==> src/rtl/huffman_code_bit_packer_unit_assert.svh <==
// Assertion helpers shared by the RTL files of the bit packer.
`ifndef HUFFMAN_CODE_BIT_PACKER_UNIT_ASSERT_SVH
`define HUFFMAN_CODE_BIT_PACKER_UNIT_ASSERT_SVH

// Same-cycle implication, disabled while reset is asserted.
`define HCBP_ASSERT_IMPL(label, clk_s, rst_s, ante, cons, msg) \
	label: assert property (@(posedge clk_s) disable iff (!(rst_s)) (ante) |-> (cons)) \
		else $error(msg);

// Next-cycle implication, disabled while reset is asserted.
`define HCBP_ASSERT_NEXT(label, clk_s, rst_s, ante, cons, msg) \
	label: assert property (@(posedge clk_s) disable iff (!(rst_s)) (ante) |=> (cons)) \
		else $error(msg);

`endif

==> src/rtl/hcbp_pkg.sv <==
`default_nettype none
package hcbp_pkg;

	localparam int MAX_CODE_LEN = 24;
	localparam int SYMBOL_COUNT = 256;

	localparam int OPC_W   = 2;
	localparam int SYM_W   = 8;
	localparam int CODE_W  = 24;
	localparam int LEN_W   = 5;
	localparam int BYTE_W  = 8;
	localparam int TOTAL_W = 32;
	localparam int IDX_W   = (SYMBOL_COUNT > 1) ? $clog2(SYMBOL_COUNT) : 1;

	// Pending bits are kept left aligned in a byte-wide window minus one bit.
	localparam int BUF_W  = BYTE_W - 1;
	localparam int FILL_W = 3;
	// Merge window: pending bits plus the longest code.
	localparam int ACC_W  = 32;
	localparam int CNT_W  = 5;
	localparam int SH_W   = 6;

	localparam int LEN_LIMIT_I = (MAX_CODE_LEN < CODE_W) ? MAX_CODE_LEN : CODE_W;
	localparam logic [LEN_W-1:0] LEN_LIMIT = LEN_W'(LEN_LIMIT_I);

	typedef enum logic [OPC_W-1:0] {
		OP_LOAD   = 2'd0,
		OP_ENCODE = 2'd1,
		OP_FLUSH  = 2'd2
	} opcode_t;

	typedef struct packed {
		logic load_wr;
		logic enc_rd;
		logic flush_ld;
		logic merge;
		logic emit;
		logic wb;
	} hcbp_cmd_t;

	typedef struct packed {
		logic has_byte;
		logic final_byte;
		logic slot_free;
	} hcbp_status_t;

endpackage
`default_nettype wire

==> src/rtl/hcbp_ctrl.sv <==
`default_nettype none
`include "huffman_code_bit_packer_unit_assert.svh"
module hcbp_ctrl (
	input  wire logic                        clk,
	input  wire logic                        arst_n,
	input  wire logic                        in_valid,
	input  wire logic [hcbp_pkg::OPC_W-1:0]  opcode,
	output logic                             in_ready,
	input  wire hcbp_pkg::hcbp_status_t      st,
	output hcbp_pkg::hcbp_cmd_t              cmd
);

	typedef enum logic [1:0] {
		S_IDLE,
		S_MERGE,
		S_EMIT
	} state_t;

	state_t state_q;
	state_t state_d;
	logic   in_acc;

	assign in_ready = (state_q == S_IDLE);
	assign in_acc   = in_valid && in_ready;

	always_comb begin
		cmd     = '0;
		state_d = state_q;
		case (state_q)
			S_IDLE: begin
				if (in_valid) begin
					case (opcode)
						hcbp_pkg::OP_LOAD: begin
							cmd.load_wr = 1'b1;
						end
						hcbp_pkg::OP_ENCODE: begin
							cmd.enc_rd = 1'b1;
							state_d    = S_MERGE;
						end
						hcbp_pkg::OP_FLUSH: begin
							cmd.flush_ld = 1'b1;
							state_d      = S_EMIT;
						end
						default: begin
						end
					endcase
				end
			end
			S_MERGE: begin
				cmd.merge = 1'b1;
				state_d   = S_EMIT;
			end
			S_EMIT: begin
				if (st.has_byte) begin
					if (st.slot_free) begin
						cmd.emit = 1'b1;
						// Write the leftover bits back along with the last byte.
						if (st.final_byte) begin
							cmd.wb  = 1'b1;
							state_d = S_IDLE;
						end
					end
				end else begin
					cmd.wb  = 1'b1;
					state_d = S_IDLE;
				end
			end
			default: begin
				state_d = S_IDLE;
			end
		endcase
	end

	always_ff @(posedge clk or negedge arst_n) begin
		if (!arst_n) begin
			state_q <= S_IDLE;
		end else begin
			state_q <= state_d;
		end
	end

	`HCBP_ASSERT_NEXT(a_enc_to_merge, clk, arst_n,
		in_acc && (opcode == hcbp_pkg::OP_ENCODE), state_q == S_MERGE,
		"accepted encode item did not start a table merge")
	`HCBP_ASSERT_NEXT(a_empty_to_idle, clk, arst_n,
		(state_q == S_EMIT) && !st.has_byte, state_q == S_IDLE,
		"emit state lingered with no complete byte")

endmodule
`default_nettype wire

==> config.mk <==
export PLATFORM = sky130hd
export DESIGN_NAME = hcbp_ctrl
export DESIGN_NICKNAME = d
export VERILOG_FILES = /design/src/rtl/hcbp_pkg.sv /design/src/rtl/hcbp_ctrl.sv
export VERILOG_INCLUDE_DIRS = /design/src /design/src/rtl
export SDC_FILE = /design/constraint.sdc
export NUM_CORES = 1
export LEC_CHECK = 0
export ABC_CLOCK_PERIOD_IN_PS = 1100
export BUFFER_PORTS_ARGS = -buffer_cell sky130_fd_sc_hd__buf_2
export CAP_MARGIN = 20
export CORE_AREA = 2 2 39 41
export DETAILED_ROUTE_END_ITERATION = 7
export DIE_AREA = 0 0 41 43
export GPL_TIMING_DRIVEN = 0
export PLACE_DENSITY = 0.45
export SYNTH_ARGS = -nofsm -noshare
export SYNTH_HDL_FRONTEND = slang
export SYNTH_SLANG_ARGS = --single-unit
==> constraint.sdc <==
create_clock -name clk -period 1.1 [get_ports clk]
set_input_delay 0.165 -clock clk [delete_from_list [all_inputs] [get_ports clk]]
set_output_delay 0.165 -clock clk [all_outputs]
set_load 0.02 [all_outputs]
Yosys cells after proc, flatten, opt, wreduce, memory -nomap -nowiden
Cells that the tools add are included.
{"block": "word_totals", "reg_bits": 2, "latch_bits": 0, "ram_bits": 0, "mem_bits_ro": 0, "input_bits": 8, "out_inout_bits": 7, "word_cells": 29, "n_memories": 0}
{"block": "op_classes", "n_addsub": 0, "n_mul": 0, "div_mod_pow": 0, "magnitude_cmp": 0, "eq_ne": 8, "shifts": 0, "muxes": 17, "bitwise": 0, "reduce_logical": 3}
{"op": "2-bit two-way mux", "n": 6}
{"op": "1-bit two-way mux", "n": 7}
{"op": "3-bit two-way mux", "n": 2}
{"op": "3-bit != test, second input constant", "n": 2}
{"op": "2-bit case mux with 3 select lines", "n": 1}
{"op": "2-bit by 1-bit == test with 1-bit output, second input constant", "n": 2}
{"op": "2-bit == test, second input constant", "n": 2}
{"op": "2-bit logical NOT", "n": 2}
{"op": "2-bit case mux with 2 select lines", "n": 1}
{"op": "4-bit AND reduction", "n": 1}
{"op": "3-bit by 1-bit != test with 1-bit output, second input constant", "n": 1}
{"op": "2-bit != test, second input constant", "n": 1}

Depth between registers and ports, before layout
{"block": "depth", "depth_word": 4, "depth_mapped": 2, "mapped_depth_nobuf": 2}

Worst setup path after synthesis
No wires, ideal clock.
{"block": "synth_path", "path_type": "flip-flop to output port", "from": "register state_q[0]", "to": "output port cmd[4] in the netlist's numbering", "arrival_ns": 1.120, "required_time_ns": 0.935, "setup_slack_ns": -0.185, "stages_incl_launch_ff": 3, "path_buffers": 0, "cell_sequence": "dfrtp_1 > nor2_1 > and4b_2"}
{"item": "from (decl)", "line": "hcbp_ctrl.sv:19", "rtl": "state_t state_q;"}
{"item": "from (signal assigned)", "line": "hcbp_ctrl.sv:78", "rtl": "state_q <= state_d;"}
{"item": "to (decl)", "line": "hcbp_ctrl.sv:10", "rtl": "output hcbp_pkg::hcbp_cmd_t cmd"}

==> insert_results.sql <==
INSERT INTO impl_metrics (metric_group, metric, value, unit) VALUES
('run_status', 'outcome', 'complete, but fails checks', ''),
('run_status', 'failed_checks', 'setup timing', ''),
('routing', 'wire_per_inst', '10.61', 'um'),
('cells_and_area', 'num_antenna_cells', '0', ''),
('routing', 'routed_wl', '541', 'um'),
('global_routing', 'met3_usage', '0.07330', ''),
('cells_and_area', 'area_delta_synth_final', '118.7', '%'),
('global_routing', 'global_route.usage.met2', '0.06250', ''),
('sta', 'timing.final.max_slew_violations', '0', ''),
('floorplanning', 'fp.dieH', '43', 'um'),
('routing', 'firstDrtPassIters', '2', ''),
('critical_path', 'timing.critical_path.cells', 'nor2_4, and4b_2, buf_6', ''),
('synthesis', 'post_synth_inst_count', '14', ''),
('synthesis', 'synth.net_count', '22', ''),
('synthesis', 'area_share_of_the_leading_cell_type_in_the_synthesized_netlist', '0.3252', ''),
('job', 'drv_cap', '0', ''),
('global_routing', 'global_route_wire_length_before_repair', '772', 'um'),
('synthesis', 'yosys.cell_types.count', '9', ''),
('sta', 'worst_clock_skew', '0.007449', 'ns'),
('cells_and_area', 'max_flop_register', 'state_q', ''),
('global_routing', 'grtUsageTotal', '0.07430', ''),
('cells_and_area', 'registers_with_the_highest_flip_flop_counts', 'state_q (2)', ''),
('power', 'fin_total_pwr', '0.3983', 'mW'),
('critical_path', 'critical_path.startpoint_type', 'flop', ''),
('clock_tree', 'clock_tree.root_cell', 'clkbuf_4', ''),
('synthesis', 'cell_area_after_synthesis', '153.9', 'um2'),
('clock_tree', 'clockBufferDepth', '2', ''),
('sta', 'fin_crit', '1.327', 'ns'),
('sta', 'finalHoldViolations', '0', ''),
('routing', 'ant_nets', '0', ''),
('sta', 'rsz_0062_raised_after_global_routing', 'yes', ''),
('cells_and_area', 'max_reg_flops', '2', ''),
('sta', 'timing.final.setup_violations', '7', ''),
('global_routing', 'grt_pass1_vias', '179', ''),
('place', 'place_area', '251.5', 'um2'),
('global_routing', 'largest_net_degree_at_the_start_of_global_routing', '6', ''),
('sta', 'worst_slew_margin_rel', '0.8179', ''),
('global_routing', 'grt_antenna_before_repair', '0', ''),
('floorplanning', 'floorplan.die_area', '0.001763', 'mm2'),
('place', 'place_congestion', '0.6265', ''),
('hold_path', 'worst_hold_path_type', 'in -> async', ''),
('power', 'powerDensity', '1183', 'mW/mm2'),
('clock_tree', 'cts_buffers', '3', ''),
('sta', 'setup_ws', '-0.2272', 'ns'),
('global_routing', 'grt_util_met1', '0.09968', ''),
('place', 'buffer_ports.inserted', '14', ''),
('routing', 'first_iter_violations', '3', ''),
('critical_path', 'r2r_start', 'state_q[1]', ''),
('critical_path', 'setup.worst_path.start', 'state_q[0]', ''),
('critical_path', 'timing.critical_path.buf_inv', '1', ''),
('critical_path', 'crit_path_max_incr_delay', '0.41', 'ns'),
('synthesis', 'synth.avg_cell_area', '10.99', 'um2'),
('synthesis', 'yosys.area.top_type', 'dfrtp_1', ''),
('critical_path', 'cp_data_required_time', '0.94', 'ns'),
('critical_path', 'critical_path_peak_fanout', '5', ''),
('clock_tree', 'clock-sinks', '2', ''),
('cells_and_area', 'drive_above_1_share', '0.7429', ''),
('critical_path', 'cpLargestDelayFamily', 'simple AND/OR/NAND/NOR gates', ''),
('synthesis', 'synth.ff_latch_count', '2', ''),
('cells_and_area', 'finalInstanceArea', '336.6', 'um2'),
('critical_path', 'critical_path.endpoint_type', 'primary output', ''),
('critical_path', 'crit_path_top_delay_cell', 'dfrtp_1', ''),
('routing', 'detail_route.drc_violations', '0', ''),
('routing', 'vias', '191', ''),
('cells_and_area', 'n_fill_cell', '155', ''),
('synthesis', 'yosys_warnings', '0', ''),
('clock_tree', 'clock_tree.htree_level_count', '1', ''),
('power', 'power.leakage', '0.1834', 'nW'),
('floorplanning', 'num_io_pins', '15', ''),
('global_routing', 'grt.busiest_layer', 'met1', ''),
('global_routing', 'grt_remaining_overflow', '0', '');
## cells in the final DEF (no fill, tap or decap)
| cell type | synthesis | layout |
|---|---|---|
| buf_2 | 0 | 9 |
| buf_4 | 0 | 4 |
| buf_6 | 0 | 4 |
| and4b_2 | 3 | 3 |
| clkbuf_4 | 0 | 3 |
| nor2b_1 | 3 | 2 |
| dfrtp_1 | 2 | 2 |
| nor2_4 | 0 | 1 |
| a21boi_0 | 1 | 1 |
| nor2b_2 | 0 | 1 |
| and3_1 | 1 | 1 |
| and4bb_2 | 1 | 1 |
| and4bb_1 | 1 | 1 |
| a211o_1 | 1 | 1 |
| dlygate4sd3_1 | 0 | 1 |
## synth_stat cells
library cell  number
and4bb_1           1
and3_1             1
nor2b_1            3
dfrtp_1            2
nor2_1             1
and4b_2            3
a21boi_0           1
and4bb_2           1
a211o_1            1
## per-layer routing
| metal | wire length [um] | part of all wire | vias up |
|---|---|---|---|
| li1 | - | - | 99 |
| met4 | 0 | 0 | 0 |
| met5 | 0 | 0 | - |
| met3 | 81 | 0.15 | 0 |
| met1 | 287 | 0.53 | 77 |
| met2 | 172 | 0.32 | 15 |
## cells by family after synthesis
logic type         after synthesis  share of synthesized area
DFF                              2                     0.3252
AOI/OAI and AO/OA                2                     0.1057
and+or+nand+nor                 10                     0.5691
## final cells by class
cell class,instances,area (um2),share of cell area
well taps,16,20.02,0.05948
multi-input cells,12,113.9,0.3383
clock buffers,3,22.52,0.06691
repair buffers,18,130.1,0.3866
flip-flops and latches,2,50.05,0.1487
## per-stage QoR
step                      instances  setup TNS, ns  worst slack, ns
after floorplan                  14              0         0.006042
after global placement           44       -0.02952         -0.01143
after detailed placement         44       -0.01162         -0.01162
after CTS                        50         -1.305          -0.2198
after global routing             51         -1.691          -0.2581
final                            51         -1.423          -0.2272
## report_power, final
| group | switching (mW) | internal (mW) |
|---|---|---|
| Clock | 0.0469 | 0.121 |
| Sequential | 0.00811 | 0.0805 |
| Combinational | 0.0628 | 0.0791 |
| Total | 0.118 | 0.280 |
## repair_timing
item / 4_1_cts / 5_1_grt
setup endpoints to repair: 7 / 8
hold endpoints to repair: 2 / 0
pin swaps: 3 / 1
hold buffers: 1 / 0
gates resized for setup: 10 / 0
setup buffers: 2 / 1
## path summary, 6_finish.rpt
check / endpoint / slack [ns] / depth (start not counted)
max: cmd[4] / -0.23 / 3
min: state_q[1] / 0.25 / 2
max reg2reg: state_q[1] / 0.02 / 3
min reg2reg: state_q[0] / 0.72 / 2
max in group asynchronous: state_q[0] / 0.75 / 2
min in group clk: state_q[0] / 0.29 / 2
Power figures use the tool's default switching activity.
